File: config.mk
export PLATFORM = sky130hd
export DESIGN_NAME = prime_sieve_cell_chain_flat
export DESIGN_NICKNAME = d
export VERILOG_FILES = /design/src/hw/rtl/pscc_pkg.sv /design/src/hw/rtl/pscc_cand_if.sv /design/src/hw/rtl/pscc_prime_if.sv /design/src/hw/rtl/pscc_cell.sv /design/src/hw/rtl/pscc_ctrl.sv /design/src/hw/rtl/prime_sieve_cell_chain.sv /design/src/flat_wrapper.sv
export SDC_FILE = /design/constraint.sdc
export NUM_CORES = 2
export LEC_CHECK = 0
export ABC_AREA = 1
export BUFFER_PORTS_ARGS = -buffer_cell sky130_fd_sc_hd__buf_2
export CAP_MARGIN = 40
export CORE_UTILIZATION = 50
export DETAILED_ROUTE_END_ITERATION = 6
export PLACE_DENSITY_LB_ADDON = 0.12
export SETUP_SLACK_MARGIN = 0.02
export SYNTH_ARGS = -nofsm -noshare
export SYNTH_HDL_FRONTEND = slang
export SYNTH_SLANG_ARGS = --single-unit
File: constraint.sdc
create_clock -name clk -period 29.2 [get_ports clk]
set_input_delay 4.38 -clock clk [delete_from_list [all_inputs] [get_ports clk]]
set_output_delay 4.38 -clock clk [all_outputs]
set_load 0.02 [all_outputs]
File: src/hw/rtl/pscc_pkg.sv
// Shared types and defaults for the prime sieve cell chain.
// No dependencies; compile first.
`default_nettype none

package pscc_pkg;

	localparam int NUM_CELLS_DEF   = 32;
	localparam int VALUE_WIDTH_DEF = 16;

	// fate of a candidate as it walks the chain
	typedef enum logic [1:0] {
		ST_LIVE,
		ST_DROP,
		ST_STORED
	} tok_status_t;

	typedef struct packed {
		logic        valid;
		tok_status_t status;
	} token_t;

	// broadcast from the controller to every cell
	typedef struct packed {
		logic en;
		logic clr;
		logic bit_valid;
		logic din;
	} cell_ctrl_t;

	typedef enum logic [1:0] {
		S_IDLE,
		S_DIV,
		S_LAUNCH,
		S_WALK
	} ctrl_state_t;

endpackage

`default_nettype wire

File: src/hw/rtl/pscc_cand_if.sv
// Candidate stream: valid/ready handshake carrying one number per beat.
// Uses pscc_pkg for the default width.
`default_nettype none

interface pscc_cand_if #(
	parameter int VALUE_WIDTH = pscc_pkg::VALUE_WIDTH_DEF
);
	logic                   valid;
	logic                   ready;
	logic [VALUE_WIDTH-1:0] value;

	modport source (output valid, output value, input ready);
	modport sink   (input valid, input value, output ready);
endinterface

`default_nettype wire

File: src/hw/rtl/pscc_prime_if.sv
// Result stream: valid/ready handshake carrying a survivor and its overflow flag.
// Uses pscc_pkg for the default width.
`default_nettype none

interface pscc_prime_if #(
	parameter int VALUE_WIDTH = pscc_pkg::VALUE_WIDTH_DEF
);
	logic                   valid;
	logic                   ready;
	logic [VALUE_WIDTH-1:0] prime_value;
	logic                   overflow;

	modport source (output valid, output prime_value, output overflow, input ready);
	modport sink   (input valid, input prime_value, input overflow, output ready);
endinterface

`default_nettype wire

File: src/hw/rtl/pscc_cell.sv
// One sieve cell: stored prime, bit-serial remainder, token stage.
// Depends on pscc_pkg.
`default_nettype none

module pscc_cell #(
	parameter int VALUE_WIDTH = pscc_pkg::VALUE_WIDTH_DEF
) (
	input  wire                        clk,
	input  wire                        arst_n,
	input  pscc_pkg::cell_ctrl_t       ctrl,
	input  wire  [VALUE_WIDTH-1:0]     value_bus,
	input  pscc_pkg::token_t           tok_in,
	output pscc_pkg::token_t           tok_out
);

	logic                   used_q;
	logic [VALUE_WIDTH-1:0] prime_q;
	logic [VALUE_WIDTH-1:0] rem_q;
	logic [VALUE_WIDTH-1:0] rem_d;
	logic [VALUE_WIDTH:0]   trial;
	logic [VALUE_WIDTH:0]   divisor;
	logic [VALUE_WIDTH:0]   diff;
	pscc_pkg::token_t       tok_q;
	pscc_pkg::token_t       tok_d;
	logic                   store;

	// restoring step, MSB first; a stored zero leaves the plain prefix
	assign trial   = {rem_q, ctrl.din};
	assign divisor = {1'b0, prime_q};
	assign diff    = trial - divisor;
	assign rem_d   = (trial >= divisor) ? diff[VALUE_WIDTH-1:0] : trial[VALUE_WIDTH-1:0];

	always_comb begin
		tok_d = tok_in;
		store = 1'b0;
		if (tok_in.valid && tok_in.status == pscc_pkg::ST_LIVE) begin
			if (!used_q) begin
				tok_d.status = pscc_pkg::ST_STORED;
				store        = 1'b1;
			end else if (rem_q == '0) begin
				tok_d.status = pscc_pkg::ST_DROP;
			end
		end
	end

	always_ff @(posedge clk or negedge arst_n) begin
		if (!arst_n) begin
			used_q <= 1'b0;
			tok_q  <= '{valid: 1'b0, status: pscc_pkg::ST_LIVE};
		end else if (ctrl.en) begin
			tok_q <= tok_d;
			if (store) begin
				used_q <= 1'b1;
			end
		end
	end

	always_ff @(posedge clk) begin
		if (ctrl.en) begin
			if (store) begin
				prime_q <= value_bus;
			end
			if (ctrl.clr) begin
				rem_q <= '0;
			end else if (ctrl.bit_valid) begin
				rem_q <= rem_d;
			end
		end
	end

	assign tok_out = tok_q;

endmodule

`default_nettype wire

File: src/hw/rtl/pscc_ctrl.sv
// Sequencer: takes a candidate, streams its bits to the cells, launches
// the token and holds the result register. Depends on pscc_pkg and the stream interfaces.
`default_nettype none

module pscc_ctrl #(
	parameter int VALUE_WIDTH = pscc_pkg::VALUE_WIDTH_DEF
) (
	input  wire                        clk,
	input  wire                        arst_n,
	pscc_cand_if.sink                  cand,
	pscc_prime_if.source               prime,
	input  pscc_pkg::token_t           tail,
	output pscc_pkg::token_t           launch,
	output pscc_pkg::cell_ctrl_t       ctrl,
	output logic [VALUE_WIDTH-1:0]     value_bus
);

	localparam int CntW = (VALUE_WIDTH > 1) ? $clog2(VALUE_WIDTH) : 1;
	localparam logic [CntW-1:0] CntLast = CntW'(VALUE_WIDTH - 1);

	pscc_pkg::ctrl_state_t  state_q;
	pscc_pkg::ctrl_state_t  state_d;
	logic [VALUE_WIDTH-1:0] val_q;
	logic [VALUE_WIDTH-1:0] sh_q;
	logic [CntW-1:0]        cnt_q;
	logic                   out_valid_q;
	logic [VALUE_WIDTH-1:0] out_value_q;
	logic                   out_ovf_q;
	logic                   en;
	logic                   accept;
	logic                   emit;

	// freeze the chain only when a result is due and the output is still full
	assign en     = !(tail.valid && tail.status != pscc_pkg::ST_DROP &&
	                  out_valid_q && !prime.ready);
	assign accept = cand.valid && cand.ready;
	assign emit   = en && tail.valid && tail.status != pscc_pkg::ST_DROP;

	always_comb begin
		state_d = state_q;
		case (state_q)
			pscc_pkg::S_IDLE: begin
				if (cand.valid) begin
					state_d = pscc_pkg::S_DIV;
				end
			end
			pscc_pkg::S_DIV: begin
				if (cnt_q == CntLast) begin
					state_d = pscc_pkg::S_LAUNCH;
				end
			end
			pscc_pkg::S_LAUNCH: begin
				state_d = pscc_pkg::S_WALK;
			end
			pscc_pkg::S_WALK: begin
				if (tail.valid) begin
					state_d = pscc_pkg::S_IDLE;
				end
			end
			default: begin
				state_d = pscc_pkg::S_IDLE;
			end
		endcase
	end

	always_comb begin
		cand.ready     = (state_q == pscc_pkg::S_IDLE) && en;
		launch.valid   = (state_q == pscc_pkg::S_LAUNCH);
		launch.status  = pscc_pkg::ST_LIVE;
		ctrl.en        = en;
		ctrl.clr       = accept;
		ctrl.bit_valid = (state_q == pscc_pkg::S_DIV);
		ctrl.din       = sh_q[VALUE_WIDTH-1];
	end

	always_ff @(posedge clk or negedge arst_n) begin
		if (!arst_n) begin
			state_q <= pscc_pkg::S_IDLE;
		end else if (en) begin
			state_q <= state_d;
		end
	end

	always_ff @(posedge clk) begin
		if (accept) begin
			val_q <= cand.value;
			sh_q  <= cand.value;
			cnt_q <= '0;
		end else if (en && state_q == pscc_pkg::S_DIV) begin
			sh_q  <= {sh_q[VALUE_WIDTH-2:0], 1'b0};
			cnt_q <= cnt_q + 1'b1;
		end
	end

	always_ff @(posedge clk or negedge arst_n) begin
		if (!arst_n) begin
			out_valid_q <= 1'b0;
		end else begin
			if (out_valid_q && prime.ready) begin
				out_valid_q <= 1'b0;
			end
			if (emit) begin
				out_valid_q <= 1'b1;
			end
		end
	end

	always_ff @(posedge clk) begin
		if (emit) begin
			out_value_q <= val_q;
			out_ovf_q   <= (tail.status == pscc_pkg::ST_LIVE);
		end
	end

	assign value_bus         = val_q;
	assign prime.valid       = out_valid_q;
	assign prime.prime_value = out_value_q;
	assign prime.overflow    = out_ovf_q;

endmodule

`default_nettype wire

File: src/hw/rtl/prime_sieve_cell_chain.sv
// Top level of the prime sieve: sequencer plus a row of sieve cells.
// Depends on pscc_pkg, the stream interfaces, pscc_ctrl and pscc_cell.
//
// Usage:
//   cand  : sink, one candidate number per beat, meant to rise from 2.
//   prime : source, one beat per survivor: the number and an overflow flag
//           that is set when every cell was full and the number was not kept.
//   A candidate that some stored prime divides gives no beat at all.
// Timing:
//   A candidate is shifted into all cells one bit per cycle while the chain
//   is not frozen (VALUE_WIDTH remainder steps), then a token walks the
//   chain one cell per cycle, also only while not frozen, and settles at the
//   first free cell, at a divisor, or off the end. A new candidate is
//   taken only once the last token has left the chain, a pace set by the
//   bit-serial remainder and the token walk.
// Reset: arst_n clears all cells to empty and drops any beat in flight.
// Stall: the result sits in an output register; the next candidate may enter
//   meanwhile, and the chain freezes only when its result is due while the
//   previous one is still untaken.
`default_nettype none

module prime_sieve_cell_chain #(
	parameter int NUM_CELLS   = pscc_pkg::NUM_CELLS_DEF,
	parameter int VALUE_WIDTH = pscc_pkg::VALUE_WIDTH_DEF
) (
	input  wire          clk,
	input  wire          arst_n,
	pscc_cand_if.sink    cand,
	pscc_prime_if.source prime
);

	pscc_pkg::token_t       tok [NUM_CELLS+1];
	pscc_pkg::cell_ctrl_t   ctrl;
	logic [VALUE_WIDTH-1:0] value_bus;

	pscc_ctrl #(
		.VALUE_WIDTH(VALUE_WIDTH)
	) u_ctrl (
		.clk       (clk),
		.arst_n    (arst_n),
		.cand      (cand),
		.prime     (prime),
		.tail      (tok[NUM_CELLS]),
		.launch    (tok[0]),
		.ctrl      (ctrl),
		.value_bus (value_bus)
	);

	for (genvar i = 0; i < NUM_CELLS; i++) begin : g_cell
		pscc_cell #(
			.VALUE_WIDTH(VALUE_WIDTH)
		) u_cell (
			.clk       (clk),
			.arst_n    (arst_n),
			.ctrl      (ctrl),
			.value_bus (value_bus),
			.tok_in    (tok[i]),
			.tok_out   (tok[i+1])
		);
	end

endmodule

`default_nettype wire

File: src/flat_wrapper.sv
// flat-port wrapper written by rule: the top's interface ports become plain ports
module prime_sieve_cell_chain_flat 
#(
	parameter int NUM_CELLS   = pscc_pkg::NUM_CELLS_DEF,
	parameter int VALUE_WIDTH = pscc_pkg::VALUE_WIDTH_DEF
)
  (clk, arst_n, cand_valid, cand_value, cand_ready, prime_valid, prime_prime_value, prime_overflow, prime_ready);
  pscc_cand_if #(.VALUE_WIDTH(VALUE_WIDTH)) cand_i ();
  pscc_prime_if #(.VALUE_WIDTH(VALUE_WIDTH)) prime_i ();
  input  wire clk;
  input  wire arst_n;
  input wire logic [$bits(cand_i.valid)-1:0] cand_valid;
  input wire logic [$bits(cand_i.value)-1:0] cand_value;
  output wire logic [$bits(cand_i.ready)-1:0] cand_ready;
  output wire logic [$bits(prime_i.valid)-1:0] prime_valid;
  output wire logic [$bits(prime_i.prime_value)-1:0] prime_prime_value;
  output wire logic [$bits(prime_i.overflow)-1:0] prime_overflow;
  input wire logic [$bits(prime_i.ready)-1:0] prime_ready;
  assign cand_i.valid = cand_valid;
  assign cand_i.value = cand_value;
  assign cand_ready = cand_i.ready;
  assign prime_valid = prime_i.valid;
  assign prime_prime_value = prime_i.prime_value;
  assign prime_overflow = prime_i.overflow;
  assign prime_i.ready = prime_ready;
  prime_sieve_cell_chain #(.NUM_CELLS(NUM_CELLS), .VALUE_WIDTH(VALUE_WIDTH)) u_core (.clk(clk), .arst_n(arst_n), .cand(cand_i), .prime(prime_i));
endmodule
# --- After elaboration in Yosys (flattened, before gate mapping) ---
# Index checks and enable logic that the tools add are counted.
# Widths: inputs -> output; s select.
totals:
  regBits: 1208
  in_bits: 20
  output_inout_bits: 19
op_classes:
  add_sub_neg: 33
  magnitude_cmp: 32
  n_eq_ne: 8
  mux: 232
  bitwise_logic: 1
  n_reduce_logical: 144
op_table:
  columns: ["cell", "count"]
  rows:
  - ["$mux 16", 66]
  - ["$ge 17x16->1", 32]
  - ["$logic_not 16->1", 32]
  - ["$sub 16x16->16", 32]
  - ["$mux 2", 98]
  - ["$mux 1", 67]
  - ["$logic_not 2->1", 33]
  - ["$reduce_and 2->1", 33]
  - ["$logic_and 1x1->1", 40]
  - ["$pmux 2 s4", 1]
  - ["$ne 2x2->1 const B", 3]
  - ["$reduce_bool 2->1", 3]
  - ["$add 4x1->4 const B", 1]
  - ["$eq 2x2->1 const B", 2]
  - ["$eq 4x4->1 const B", 1]
  - ["$reduce_and 4->1", 1]
  - ["$eq 2x1->1 const B", 1]
  - ["$logic_not 1->1", 2]
  - ["$ne 2x1->1 const B", 1]
  - ["$not 1->1", 1]

# --- Longest topological paths before layout ---
depth:
  depth_word: 9
  ltp_mapped: 16
  ltp_nobuf: 15

# --- Cells and area by module ---
# From an unflattened synthesis, not the netlist that was laid out.
unflattened:
  hier_cells: 12236
  hier_area_um2: 91894.4
modules_own_cells:
  columns: ["mod", "n_inst", "cells_each", "area_each_um2", "seq_area_each_um2"]
  rows:
  - ["pscc_cell at u_core.g_cell[13].u_cell ...", 22, 375, 2829.0, 1061.0]
  - ["pscc_cell at u_core.g_cell[0].u_cell ...", 8, 383, 2722.6, 1061.0]
  - ["pscc_cell at u_core.g_cell[20].u_cell", 1, 377, 2832.7, 1061.0]
  - ["pscc_cell at u_core.g_cell[9].u_cell", 1, 378, 2829.0, 1061.0]
  - ["pscc_ctrl", 1, 167, 2214.6, 1626.6]

# --- Worst setup path after synthesis ---
# No wires, ideal clock.
synth_timing:
  kind: "input to register"
  startpoint: "input port prime_ready"
  endpoint: "register u_core.g_cell[0].u_cell.rem_q[0] (enable)"
  setup_ns: 3.681
  arrival_ns: 13.455
  path_slack_ns: 12.064
  path_stages: 7
  n_path_buf: 2
  path_cell_list: "nor2_2 > nand3_4 > and3_4 > clkinv_2 > buf_2 > buf_2 > nand2_1"
synth_via:
  elab_chain_cells: 7
  elab_cells_between_ends: 8
synth_rtl:
  columns: ["element", "line", "source"]
  rows:
  - ["start, declared", "flat_wrapper.sv:18", "input wire logic [$bits(prime_i.ready)-1:0] prime_ready;"]
  - ["$logic_not 1->1 (*)", "pscc_ctrl.sv:35", "out_valid_q && !prime.ready);"]
  - ["$logic_and 1x1->1 (*)", "pscc_ctrl.sv:35", null]
  - ["$logic_not 1->1", "pscc_ctrl.sv:34", "assign en = !(tail.valid && tail.status != pscc_pkg::ST_DROP &&"]
  - ["$logic_and 1x1->1", "pscc_ctrl.sv:67", "cand.ready = (state_q == pscc_pkg::S_IDLE) && en;"]
  - ["$logic_and 1x1->1", "pscc_ctrl.sv:36", "assign accept = cand.valid && cand.ready;"]
  - ["$reduce_bool 2->1 (no source line)", null, null]
  - ["$reduce_and 2->1 (no source line) (*)", null, null]
  - ["end signal, assigned", "pscc_cell.sv:66", "rem_q <= rem_d;"]
  - ["end, declared", "pscc_cell.sv:18", "logic [VALUE_WIDTH-1:0] rem_q;"]
# Mark *: on every way between the ends. The rest lies on a longest branch, timed or not.
# A chain may end at the register's enable or synchronous reset.

# --- Worst setup path after layout ---
layout_timing:
  startpoint: "input port prime_ready"
  endpoint: "output port cand_ready"
layout_via:
  elab_chain_cells: 4
layout_rtl:
  columns: ["element", "line", "source"]
  rows:
  - ["$logic_not 1->1", "pscc_ctrl.sv:35", null]
  - ["$logic_and 1x1->1", "pscc_ctrl.sv:35", null]
  - ["$logic_not 1->1", "pscc_ctrl.sv:34", null]
  - ["$logic_and 1x1->1", "pscc_ctrl.sv:67", null]
  - ["end, declared", "flat_wrapper.sv:14", "output wire logic [$bits(cand_i.ready)-1:0] cand_ready;"]
# Every way passes these cells.

==> flow_summary_export.csv <==
group,metric,value,unit
run_status,status,"completed",
timing,rsz0062_at_grt,"no",
critical_path,crit_fanout,57,
floorplanning,die_x,413,um
pwr,p_switching,4.90,mW
detailed_routing,wl_per_cell,16.8,um
global_route,overflow,0,
detailed_routing,drt-pass1-iter-count,6,
clock_network,cts_resized,0,
pwr,p_total,10.7,mW
job,maxCapViolations,0,
pwr,ir_drop,0.0719,mV
yosys,yosysTopAreaCell,"edfxtp_1",
clock_network,clock_latency,790,ps
global_route,grt_pass1_vias,68619,
detailed_routing,drt-total-wl,232,mm
cells_and_area,final_cell_mix,"nand2_1, inv_1, nor2_1",
timing,max_freq,94.9,MHz
pwr,p_leak,47.2,nW
clock_network,cts_root_buffer,"clkbuf_16",
timing,setup_tns,0,ps
detailed_routing,vias_per_cell,5.20,
yosys,synth_fp_nets,11936,
yosys,synth_ff_type,"edfxtp_1",
global_route,grt_start_max_net_pins,204,
pwr,swShare,46.0,%
timing,relSlewSlack,24.8,%
floorplanning,die_h,413,um
floorplanning,fp.coreArea,0.168,sq mm
cells_and_area,final_nets,12034,
pwr,powerDensity,115,mW/mm^2
clock_network,clk_path_buf_depth,3,
critical_path,critPathRequiredTime,24820,ps
detailed_routing,drt_iter0_drc,6011,
timing,layout_setup_ws,18660,ps
floorplanning,fp.dieArea,0.171,sq mm
timing,period_minus_slack,10540,ps
timing,hold_viol_final,0,
critical_path,crit_path_start_kind,"primary input",
critical_path,crit_type,"in2out",
detailed_routing,drc_errors,0,
timing,fin_crit_sh,36.1,%
global_route,antenna_found_initial,28,
yosys,ys_ff_latch,1208,
place,dp_slack,18630,ps
global_route,grt_pass1_wl,369,mm
yosys,ys_top_cells_by_area,"edfxtp_1, nand2_1, inv_1",
clock_network,hold_buffers,0,
yosys,synth_edf_count,1073,
place,portBuffers,38,
yosys,syn_area,0.0847,sq mm
floorplanning,std_cell_rows,150,
clock_network,clock_sinks,1208,
cells_and_area,final_common_cell,"nand2_1",
clock_network,htreeDepth,4,
yosys,ys_types,62,
pwr,comb_power_share,52.9,%
pwr,p_clk_share,17.1,%
yosys,post_synth.cell_area_avg,7.45,sq um
place,dp.cells,13524,
global_route,grt_usage,27.2,%
pwr,power_frac_seq,29.9,%
yosys,async_flop_share,10.8,%
yosys,synth_warnings,0,
detailed_routing,num_vias,71675,
hold_path,min_path_type,"reg2reg",
detailed_routing,final_antenna_net_count,0,
timing,setup_violations,0,
place,place_hpwl,162,mm
clock_network,cts_tree,"built",
floorplanning,initial_core_util,50.5,%
cells_and_area,nFillCells,15868,
cells_and_area,areaGrowthSynthToFinish,9.31,%
timing,hold_ws,482,ps
yosys,ys_seq_area_share,42.0,%
clock_network,clk_pin_slew,60,ps
timing,worst_pin_slew,1130,ps
yosys,syn_inst,11366,
critical_path,critPathArrivalTime,6160,ps
timing,clock_skew,26.9,ps
critical_path,worstSetupEndpointType,"output port",
clock_network,post_cts_buffers,0,
place,gp_congestion,0.932,
cells_and_area,drive_above_1_share,5.29,%
clock_network,numCtsBuffers,142,
yosys,yosys.area.top_type_share,38.1,%
pwr,power.internal,5.76,mW
cells_and_area,stdcell_count,13792,
timing,final_max_slew_viol_count,0,
floorplanning,num_io_pins,39,
worst paths after layout:
path	startpoint	to	slack, ps	cells past startpoint
worst min-delay path	u_core.g_cell[30].u_cell.tok_out[2]$_DFFE_PN0P_	u_core.g_cell[31].u_cell.tok_out[2]$_DFFE_PN0P_	480	2
worst max register to register	u_core.g_cell[31].u_cell.tok_out[1]$_DFFE_PN0P_	u_core.g_cell[27].u_cell.rem_q[1]$_SDFFCE_PP0P_	23520	13
min in group asynchronous	arst_n	u_core.g_cell[13].u_cell.tok_out[1]$_DFFE_PN0P_	3700	1
worst max-delay path	prime_ready	cand_ready	18660	6
worst min register to register	u_core.g_cell[30].u_cell.tok_out[2]$_DFFE_PN0P_	u_core.g_cell[31].u_cell.tok_out[2]$_DFFE_PN0P_	480	2
max in group asynchronous	arst_n	u_core.g_cell[21].u_cell.tok_out[0]$_DFFE_PN0P_	24240	2
worst max-delay path, cell delays in order:
cell,delay (ps)
buf_2,110
nor2_2,160
nand3_4,470
inv_6,610
nor2_1,190
buf_2,210
logic make-up (layout without fill, tap and decap cells):
logic type | after synthesis | count (layout) | share of synthesized area [%]
AO/OA/AOI/OAI | 614 | 614 | 3.83
XOR/XNOR | 205 | 205 | 2.12
adder cells (fa/ha/maj) | 550 | 550 | 8.41
buffers and inverters | 2339 | 2556 | 11.0
flip-flops | 1208 | 1208 | 42.0
other | 0 | 5 | 0
AND/OR/NAND/NOR | 6450 | 6450 | 32.6
through the flow:
step,utilization [%],cell area [sq um]
final,55.2,92500
after global routing,55.2,92500
after CTS,55.2,92500
after detailed placement,52.3,87700
after global placement,51.9,86900
after floorplan,-,84700
synth_stat cells, types with 33 or more instances:
library cell  instances
buf_6                36
buf_2                75
and2_1               62
nand3b_1            154
inv_2                33
nor4_1               75
a21oi_1             322
nand4_1             192
o21ai_0             209
nand3_1             710
nand2_1            3350
xor2_1              172
nand2_2              44
dfrtp_1             131
inv_1              2120
ha_1                518
xnor2_1              33
nor3_1              104
nor2_1             1581
buf_4                38
edfxtp_1           1073
nor2_2               53
power groups by stage:
stage	Sequential, mW	Clock, mW	Combinational [mW]
floorplan	3.32	0	4.29
global placement	3.22	0	5.44
detailed placement	3.21	0	5.61
CTS	3.19	1.87	5.63
global route	3.25	1.93	6.46
finish	3.19	1.83	5.64
metal layers:
layer / routed length (um) / global-route usage (%) / up-vias / share of wire [%]
li1: - / - / 36198 / -
met1: 107000 / 38.5 / 33194 / 46
met2: 105000 / 44.1 / 1998 / 45
met3: 15300 / 3.20 / 285 / 6.6
met4: 5090 / 7.35 / 0 / 2.2
met5: 0 / 0 / - / 0
sequential cells by signal, summed over array words and instances, names as in the netlist:
| signal | cells |
|---|---|
| u_core.u_ctrl.value_bus | 16 |
| u_core.u_ctrl.prime.overflow | 1 |
| u_core.u_ctrl.prime.prime_value | 16 |
| u_core.u_ctrl.state_q | 2 |
| u_core.u_ctrl.sh_q | 16 |
| u_core.u_ctrl.cnt_q | 4 |
| u_core.g_cell.u_cell.prime_q | 512 |
| u_core.g_cell.u_cell.rem_q | 512 |
| u_core.u_ctrl.prime.valid | 1 |
| u_core.g_cell.u_cell.tok_out | 96 |
| u_core.g_cell.u_cell.used_q | 32 |
cell type report:
| type | count | area [sq um] | area share, % |
|---|---|---|---|
| flip-flops and latches | 1208 | 35600 | 38.4 |
| inverters | 2160 | 8150 | 8.81 |
| clock inverters | 80 | 786 | 0.849 |
| well taps | 2204 | 2760 | 2.98 |
| clock buffers | 183 | 4010 | 4.33 |
| diodes | 5 | 12.5 | 0.0135 |
| multi-input cells | 7819 | 39800 | 43.0 |
| repair buffers | 133 | 1460 | 1.58 |
Power figures use the tool's default switching activity.
